==> config.mk <==
export PLATFORM = sky130hd
export DESIGN_NAME = interval_reservation_table_unit
export DESIGN_NICKNAME = d
export VERILOG_FILES = /design/src/irt_pkg.sv /design/src/irt_ram.sv /design/src/irt_match.sv /design/src/interval_reservation_table_unit.sv
export SDC_FILE = /design/constraint.sdc
export NUM_CORES = 1
export LEC_CHECK = 0
export BUFFER_PORTS_ARGS = -buffer_cell sky130_fd_sc_hd__buf_2
export CAP_MARGIN = 20
export CORE_MARGIN = 2
export CORE_UTILIZATION = 56
export CTS_CLUSTER_DIAMETER = 30
export DETAILED_ROUTE_END_ITERATION = 8
export PLACE_DENSITY = 0.83
export SYNTH_ARGS = -nofsm -noshare
export SYNTH_HDL_FRONTEND = slang
export SYNTH_SLANG_ARGS = --single-unit
==> constraint.sdc <==
create_clock -name clk -period 7.4 [get_ports clk]
set_input_delay 0.74 -clock clk [delete_from_list [all_inputs] [get_ports clk]]
set_output_delay 0.74 -clock clk [all_outputs]
set_load 0.05 [all_outputs]
==> src/irt_pkg.sv <==
// Shared types and constants for the interval reservation table.
`default_nettype none
package irt_pkg;

  localparam int NUM_RESOURCES = 4;
  localparam int TABLE_DEPTH   = 16;
  localparam int TIME_BITS     = 16;
  localparam int ID_W          = 16;
  localparam int RES_W         = (NUM_RESOURCES > 1) ? $clog2(NUM_RESOURCES) : 1;

  localparam logic [1:0] FUNC_RESERVE = 2'd0;
  localparam logic [1:0] FUNC_CANCEL  = 2'd1;
  localparam logic [1:0] FUNC_QUERY   = 2'd2;

  localparam logic [2:0] ST_OK        = 3'd0;
  localparam logic [2:0] ST_INVALID   = 3'd1;
  localparam logic [2:0] ST_BUSY      = 3'd2;
  localparam logic [2:0] ST_NOT_FOUND = 3'd3;
  localparam logic [2:0] ST_FULL      = 3'd4;

  typedef struct packed {
    logic [1:0]  func;
    logic [15:0] start_time;
    logic [15:0] end_time;
    logic [15:0] booking_id;
  } req_t;

  typedef struct packed {
    logic [2:0]  status;
    logic [2:0]  granted_resource;
    logic [15:0] assigned_id;
    logic [3:0]  free_mask;
  } resp_t;

  typedef struct packed {
    logic [ID_W-1:0]      id;
    logic [RES_W-1:0]     res;
    logic [TIME_BITS-1:0] start_t;
    logic [TIME_BITS-1:0] end_t;
  } entry_t;

  typedef struct packed {
    logic clr;
    logic take;
  } scan_ctl_t;

  typedef struct packed {
    logic [NUM_RESOURCES-1:0] busy;
    logic                     hit;
    logic                     slot_free;
  } scan_t;

endpackage
`default_nettype wire

==> src/irt_ram.sv <==
// Generic single-port-write, registered-read RAM.
`default_nettype none
module irt_ram #(
  parameter int WIDTH = 8,
  parameter int DEPTH = 16
) (
  input  wire logic                     clk,
  input  wire logic                     we,
  input  wire logic [$clog2(DEPTH)-1:0] waddr,
  input  wire logic [WIDTH-1:0]         wdata,
  input  wire logic [$clog2(DEPTH)-1:0] raddr,
  output logic      [WIDTH-1:0]         rdata
);

  logic [WIDTH-1:0] mem [DEPTH];

  always_ff @(posedge clk) begin
    if (we) begin
      mem[waddr] <= wdata;
    end
    rdata <= mem[raddr];
  end

endmodule
`default_nettype wire

==> src/irt_match.sv <==
// Per-entry conflict, id match and free-slot accumulation over a table scan.
`default_nettype none
module irt_match #(
  parameter int TABLE_DEPTH = irt_pkg::TABLE_DEPTH
) (
  input  wire logic                           clk,
  input  wire logic                           rst_n,
  input  wire irt_pkg::scan_ctl_t             ctl,
  input  wire logic                           entry_vld,
  input  wire irt_pkg::entry_t                entry,
  input  wire logic [$clog2(TABLE_DEPTH)-1:0] idx,
  input  wire logic [irt_pkg::TIME_BITS-1:0]  req_start,
  input  wire logic [irt_pkg::TIME_BITS-1:0]  req_end,
  input  wire logic [irt_pkg::ID_W-1:0]       req_id,
  output irt_pkg::scan_t                      scan,
  output logic      [$clog2(TABLE_DEPTH)-1:0] hit_idx,
  output logic      [$clog2(TABLE_DEPTH)-1:0] free_idx
);

  localparam int AW = $clog2(TABLE_DEPTH);

  irt_pkg::scan_t  scan_r, scan_nxt;
  logic [AW-1:0]   hit_idx_r, hit_idx_nxt;
  logic [AW-1:0]   free_idx_r, free_idx_nxt;
  logic            conflict;

  assign conflict = ((entry.start_t <= req_start) && (entry.end_t > req_start)) ||
                    ((entry.start_t > req_start) && (entry.start_t < req_end));

  always_comb begin
    scan_nxt     = scan_r;
    hit_idx_nxt  = hit_idx_r;
    free_idx_nxt = free_idx_r;
    if (ctl.clr) begin
      scan_nxt = '0;
    end else if (ctl.take) begin
      if (entry_vld) begin
        if (conflict) begin
          scan_nxt.busy[entry.res] = 1'b1;
        end
        if (!scan_r.hit && (entry.id == req_id)) begin
          scan_nxt.hit = 1'b1;
          hit_idx_nxt  = idx;
        end
      end else if (!scan_r.slot_free) begin
        scan_nxt.slot_free = 1'b1;
        free_idx_nxt       = idx;
      end
    end
  end

  always_ff @(posedge clk) begin
    if (!rst_n) begin
      scan_r <= '0;
    end else begin
      scan_r     <= scan_nxt;
      hit_idx_r  <= hit_idx_nxt;
      free_idx_r <= free_idx_nxt;
    end
  end

  assign scan     = scan_r;
  assign hit_idx  = hit_idx_r;
  assign free_idx = free_idx_r;

endmodule
`default_nettype wire

==> src/interval_reservation_table_unit.sv <==
// Top level: first-fit interval reservation table with scan controller.
//
// Each request (reserve, cancel by id, query) reads every table entry once
// from the entry RAM, one entry per cycle, then drains and commits. A
// request that is accepted gets its result strobed on out_valid after the
// scan, drain and commit states, for one cycle only; busy is high in between
// and a new request can be taken in the strobe cycle; the single RAM read
// port walking the table keeps one request at a time in flight. The
// receiver cannot stall results.
// Configuration writes are taken while busy is low.
`default_nettype none
module interval_reservation_table_unit #(
  parameter int TABLE_DEPTH = irt_pkg::TABLE_DEPTH
) (
  input  wire logic          clk,
  input  wire logic          rst_n,
  input  wire logic          start,
  output logic               busy,
  input  wire irt_pkg::req_t in_req,
  output logic               out_valid,
  output irt_pkg::resp_t     out_res,
  input  wire logic          cfg_valid,
  output logic               cfg_ready,
  input  wire logic [2:0]    cfg_data
);

  localparam int AW = $clog2(TABLE_DEPTH);
  localparam int NR = irt_pkg::NUM_RESOURCES;
  localparam int EW = $bits(irt_pkg::entry_t);

  typedef enum logic [1:0] {S_IDLE, S_SCAN, S_DRAIN, S_COMMIT} state_t;

  state_t                    state_r, state_nxt;
  irt_pkg::req_t             req_r, req_nxt;
  logic [AW-1:0]             addr_r, addr_nxt;
  logic [AW-1:0]             idx_d_r;
  logic                      take_r;
  logic [TABLE_DEPTH-1:0]    valid_r, valid_nxt;
  logic [irt_pkg::ID_W-1:0]  next_id_r, next_id_nxt;
  logic [2:0]                rin_r, rin_nxt;
  logic                      out_valid_r, out_valid_nxt;
  irt_pkg::resp_t            out_res_r, out_res_nxt;

  irt_pkg::scan_ctl_t        ctl;
  irt_pkg::scan_t            scan;
  logic [AW-1:0]             hit_idx, free_idx;
  logic [EW-1:0]             rdata;
  irt_pkg::entry_t           wr_entry;
  logic                      ram_we;

  logic [NR-1:0]             en_mask, free_res;
  logic                      any_free;
  logic [irt_pkg::RES_W-1:0] gnt_res;
  logic                      accept;

  assign accept    = start && (state_r == S_IDLE);
  assign busy      = (state_r != S_IDLE);
  assign cfg_ready = (state_r == S_IDLE);
  assign out_valid = out_valid_r;
  assign out_res   = out_res_r;

  assign ctl.clr  = accept;
  assign ctl.take = take_r;

  irt_ram #(
    .WIDTH (EW),
    .DEPTH (TABLE_DEPTH)
  ) u_ram (
    .clk   (clk),
    .we    (ram_we),
    .waddr (free_idx),
    .wdata (wr_entry),
    .raddr (addr_r),
    .rdata (rdata)
  );

  irt_match #(
    .TABLE_DEPTH (TABLE_DEPTH)
  ) u_match (
    .clk       (clk),
    .rst_n     (rst_n),
    .ctl       (ctl),
    .entry_vld (valid_r[idx_d_r]),
    .entry     (irt_pkg::entry_t'(rdata)),
    .idx       (idx_d_r),
    .req_start (req_r.start_time[irt_pkg::TIME_BITS-1:0]),
    .req_end   (req_r.end_time[irt_pkg::TIME_BITS-1:0]),
    .req_id    (req_r.booking_id),
    .scan      (scan),
    .hit_idx   (hit_idx),
    .free_idx  (free_idx)
  );

  always_comb begin
    for (int r = 0; r < NR; r++) begin
      en_mask[r] = (3'(r) < rin_r);
    end
    free_res = ~scan.busy & en_mask;
    any_free = |free_res;
    gnt_res  = '0;
    for (int r = NR - 1; r >= 0; r--) begin
      if (free_res[r]) begin
        gnt_res = irt_pkg::RES_W'(r);
      end
    end
  end

  always_comb begin
    wr_entry.id      = next_id_r;
    wr_entry.res     = gnt_res;
    wr_entry.start_t = req_r.start_time[irt_pkg::TIME_BITS-1:0];
    wr_entry.end_t   = req_r.end_time[irt_pkg::TIME_BITS-1:0];
  end

  always_comb begin
    state_nxt     = state_r;
    req_nxt       = req_r;
    addr_nxt      = addr_r;
    valid_nxt     = valid_r;
    next_id_nxt   = next_id_r;
    rin_nxt       = rin_r;
    out_valid_nxt = 1'b0;
    out_res_nxt   = out_res_r;
    ram_we        = 1'b0;

    if (cfg_valid && cfg_ready) begin
      rin_nxt = cfg_data;
    end

    case (state_r)
      S_IDLE: begin
        if (accept) begin
          req_nxt   = in_req;
          addr_nxt  = '0;
          state_nxt = S_SCAN;
        end
      end
      S_SCAN: begin
        if (addr_r == AW'(TABLE_DEPTH - 1)) begin
          state_nxt = S_DRAIN;
        end else begin
          addr_nxt = addr_r + 1'b1;
        end
      end
      S_DRAIN: begin
        state_nxt = S_COMMIT;
      end
      S_COMMIT: begin
        out_valid_nxt = 1'b1;
        out_res_nxt   = '0;
        out_res_nxt.status = irt_pkg::ST_OK;
        case (req_r.func)
          irt_pkg::FUNC_RESERVE: begin
            if (req_r.start_time >= req_r.end_time) begin
              out_res_nxt.status = irt_pkg::ST_INVALID;
            end else if (!scan.slot_free) begin
              out_res_nxt.status = irt_pkg::ST_FULL;
            end else if (!any_free) begin
              out_res_nxt.status = irt_pkg::ST_BUSY;
            end else begin
              ram_we                       = 1'b1;
              valid_nxt[free_idx]          = 1'b1;
              out_res_nxt.granted_resource = 3'(gnt_res) + 3'd1;
              out_res_nxt.assigned_id      = next_id_r;
              next_id_nxt                  = next_id_r + 1'b1;
              if (next_id_nxt == '0) begin
                next_id_nxt = irt_pkg::ID_W'(1);
              end
            end
          end
          irt_pkg::FUNC_CANCEL: begin
            if (scan.hit) begin
              valid_nxt[hit_idx] = 1'b0;
            end else begin
              out_res_nxt.status = irt_pkg::ST_NOT_FOUND;
            end
          end
          irt_pkg::FUNC_QUERY: begin
            out_res_nxt.free_mask = 4'(free_res);
          end
          default: begin
          end
        endcase
        state_nxt = S_IDLE;
      end
      default: begin
        state_nxt = S_IDLE;
      end
    endcase
  end

  always_ff @(posedge clk) begin
    if (!rst_n) begin
      state_r     <= S_IDLE;
      take_r      <= 1'b0;
      valid_r     <= '0;
      next_id_r   <= irt_pkg::ID_W'(1);
      rin_r       <= 3'd4;
      out_valid_r <= 1'b0;
    end else begin
      state_r     <= state_nxt;
      take_r      <= (state_r == S_SCAN);
      valid_r     <= valid_nxt;
      next_id_r   <= next_id_nxt;
      rin_r       <= rin_nxt;
      out_valid_r <= out_valid_nxt;
      req_r       <= req_nxt;
      addr_r      <= addr_nxt;
      idx_d_r     <= addr_r;
      out_res_r   <= out_res_nxt;
    end
  end

  a_strobe_after_commit: assert property (@(posedge clk) disable iff (!rst_n)
    out_valid |-> ($past(state_r) == S_COMMIT))
    else $error("result strobe without a commit");

  a_accept_goes_busy: assert property (@(posedge clk) disable iff (!rst_n)
    (start && !busy) |=> (busy && !out_valid))
    else $error("accepted request did not start a scan");

  a_one_valid_change: assert property (@(posedge clk) disable iff (!rst_n)
    (state_r != S_COMMIT) |=> (valid_r == $past(valid_r)))
    else $error("valid bits changed outside commit");

endmodule
`default_nettype wire

==> reports/summary.txt <==
run status -> finished clean
clock share of power -> 43.6%
delay-heaviest family, CP -> simple AND/OR/NAND/NOR gates
Die Wd -> 266 µm
Synth area leader -> edfxtp_1
final setup TNS -> 0 ns
initial antenna violation count -> 1
critical path cell sequence -> inv_1 -> ha_1 -> a21oi_1 -> o21ai_0 -> a2111oi_2 -> and3_1 -> nand2_1 -> nor3_2 -> buf_4
Final #Nets -> 2155
MaxCap Viol Count -> 0
GR Overflow Total -> 0
RSZ-0062 raised after global routing -> no
Core Rows -> 95
Die ar. -> 0.0705 mm²
antenna viol nets, final -> 0
Comb pwr share -> 15.0%
WHS Path Cells -> 1
WL met2 -> 48.3 mm
clock tree buffer depth -> 3
syn_area_per_cell -> 20.8 µm²
Clock Skews -> 0.0340 ns
Rel. slew slack -> 21.4%
Int Pwr -> 11900 µW
CTS tree -> built
gpl congestion -> 0.860
CP arrival -> 5.27 ns
Die H -> 266 µm
P_leak -> 0.0149 µW
drt pass-1 iters -> 6
register area share after synthesis -> 74.9%
Worst Reg-to-Reg Cells -> 9
filler instances -> 3735
postcts setup bufs -> 0
PD cells -> 356 mW/mm²
Starting Density -> 56.8%
P&R area growth vs syn -> 17.4%
top_reg_cell synth -> edfxtp_1
Worst Setup Path Type -> reg -> reg
WP buf/inv -> 2
uppermost layer routed -> met5
clk root buf -> clkbuf_16
Non-Filler Instances -> 3020
H-Tree Depth -> 4
register bit total from synthesis -> 987
syn nets -> 1965
DR WL/cell -> 31.9 µm
met3 wire length -> 9.56 mm
post-synth cell types -> 59
IR drop worst, VDD -> 0.000272 V
Period Utilization, post-route -> 66.7%
# port buffers -> 85
startpoint types -> flop
Syn. warnings -> 0
placed cell count -> 2750
critical path peak fanout -> 50
GRT Total Usage -> 28.0%
WP data required -> 7.73 ns
Post-synth EDFFs -> 892
vias in the first global route -> 21500
area share of the largest cell type after synthesis -> 69.9%
share of layout cells above drive strength 1 -> 30.4%
Via density -> 6.87
Synth Instances -> 1838
final setup violation count -> 0
Worst-Margin Slew -> 1.18 ns
setup ws final -> 2.46 ns
first-pass GRT wire length -> 142 mm
fmax -> 0.203 GHz
final max-slew violation count -> 0
Sw Share -> 25.8%
met1 wire length -> 33.8 mm
CP endpoint kind -> flop
clk sinks -> 987
Synth area leaders -> edfxtp_1 (70%), mux4_2 (15%), dfxtp_1 (5.0%)
Post-Synthesis Cell Area -> 0.0383 mm²
Reg power frac -> 41.3%
crit-path max cell delay -> 0.85 ns
Num CTS Buffers -> 143
Post-Place Worst Slack -> 1.65 ns
worst hold-check path type -> in -> reg
IO Count -> 86
Fin. Hold Viols -> 0
detailed placer's ending HPWL -> 45.4 mm
Critical-path top delay cell -> buf_4
total routed wirelength -> 96.4 mm
Via Count -> 20800
worst reg-to-reg setup slack -> 2.46 ns
WP depth -> 9
most common cell in the netlist -> edfxtp_1
core area -> 0.0674 mm²
hold_buf cts -> 0
Tmin final -> 4.94 ns
Worst-path clk slew -> 0.06 ns
ys async rst share -> 0%
commonest cells in the netlist -> edfxtp_1 (892), mux4_2 (255), dfxtp_1 (95)
DRC -> 0
initial drt markers -> 3196
Switch Pwr -> 4130 µW
Clock Latency Late Sink -> 0.74 ns
largest net degree at the start of global routing -> 154
CTS resizes -> 0
[flip-flops by register name, summed over array words and instances, names as in the netlist, 3 cells and up]
| signal | flops |
|---|---|
| req_r | 50 |
| u_match.free_idx | 4 |
| idx_d_r | 4 |
| u_match.hit_idx | 4 |
| addr_r | 4 |
| u_match.scan | 6 |
| next_id_r | 16 |
| u_ram.mem | 800 |
| out_res | 26 |
| u_ram.rdata | 50 |
| rin_r | 3 |
| valid_r | 16 |
[cell families after synthesis]
| group | Yosys count | share of synthesized area, % |
|---|---|---|
| XOR/XNOR | 20 | 0.457 |
| flip-flops | 987 | 74.9 |
| adder cells (fa/ha/maj) | 70 | 2.29 |
| AO/OA/AOI/OAI | 145 | 2.56 |
| AND/OR/NAND/NOR | 233 | 3.44 |
| buffers and inverters | 126 | 1.32 |
| multiplexers | 257 | 15.0 |
[layer usage]
metal	up-vias	GRT usage [%]
li1	8079	-
met4	2	13.6
met2	1660	46.2
met5	-	0
met3	355	6.55
met1	10700	35.3
[path summary, 6_finish.rpt]
| path | start | to |
|---|---|---|
| setup / recovery | req_r[27] | u_ram.mem[10][47] |
| hold reg to reg | valid_r[13] | valid_r[13] |
| setup reg to reg | req_r[27] | u_ram.mem[10][47] |
| hold / removal | in_req[33] | req_r[33] |
[power by group through the flow]
stage | clock network, µW | registers, µW | logic, µW
floorplan | 0 | 6600 | 1690
global placement | 0 | 6680 | 2170
finish | 6980 | 6610 | 2400
global route | 7240 | 6630 | 2530
detailed placement | 0 | 6690 | 2250
CTS | 7020 | 6600 | 2360
[final cells by class]
type	count	area (µm²)	area share, %
Tap cell	873	1090	2.43
Clock buffer	172	3950	8.78
Antenna cell	1	2.50	0.00557
Timing Repair Buffer	127	816	1.81
Inverter	44	165	0.367
Multi-Input combinational cell	725	9210	20.5
Sequential cell	987	28700	63.8
Clock inverter	91	1030	2.30
[cell usage in the layout, fill, tap and decap left out, drive strengths merged, types with 7 or more instances in the layout]
| master | synthesis | layout |
|---|---|---|
| o31ai | 27 | 27 |
| inv | 44 | 63 |
| ha | 70 | 70 |
| nand2b | 12 | 12 |
| and2 | 25 | 25 |
| nor4 | 14 | 14 |
| and3 | 7 | 7 |
| a21oi | 37 | 37 |
| clkinv | 0 | 35 |
| nand4 | 13 | 13 |
| buf | 28 | 122 |
| nand3 | 26 | 26 |
| xor2 | 17 | 17 |
| edfxtp | 892 | 892 |
| or4 | 14 | 14 |
| nor2 | 22 | 22 |
| nand2 | 38 | 38 |
| mux4 | 255 | 255 |
| dfxtp | 95 | 95 |
| o21ai | 23 | 23 |
| clkbuf | 54 | 176 |
| bufinv | 0 | 16 |
| nor3 | 26 | 26 |
| o211ai | 21 | 21 |
| clkinvlp | 0 | 21 |
[metrics by stage]
| step | power (µW) | utilization (%) | instance area [µm²] | hold slack, ns |
|---|---|---|---|---|
| floorplan | 8290 | - | 38300 | 0.424 |
| global placement | 8850 | 59.2 | 39900 | 0.460 |
| detailed placement | 8940 | 59.2 | 39900 | 0.481 |
| CTS | 16000 | 66.6 | 44900 | 0.152 |
| global route | 16400 | 66.7 | 45000 | 0.164 |
| finish | 16000 | 66.7 | 45000 | 0.186 |
[worst reg2reg max path, cell delays in order (launching register included)]
cell and delay [ns]:
edfxtp_1 0.70, inv_1 0.18, ha_1 0.40, a21oi_1 0.17, o21ai_0 0.15, a2111oi_2 0.77, and3_1 0.34, nand2_1 0.50
nor3_2 0.34, buf_4 0.85
No activity file was read; power rests on OpenSTA's default activity.
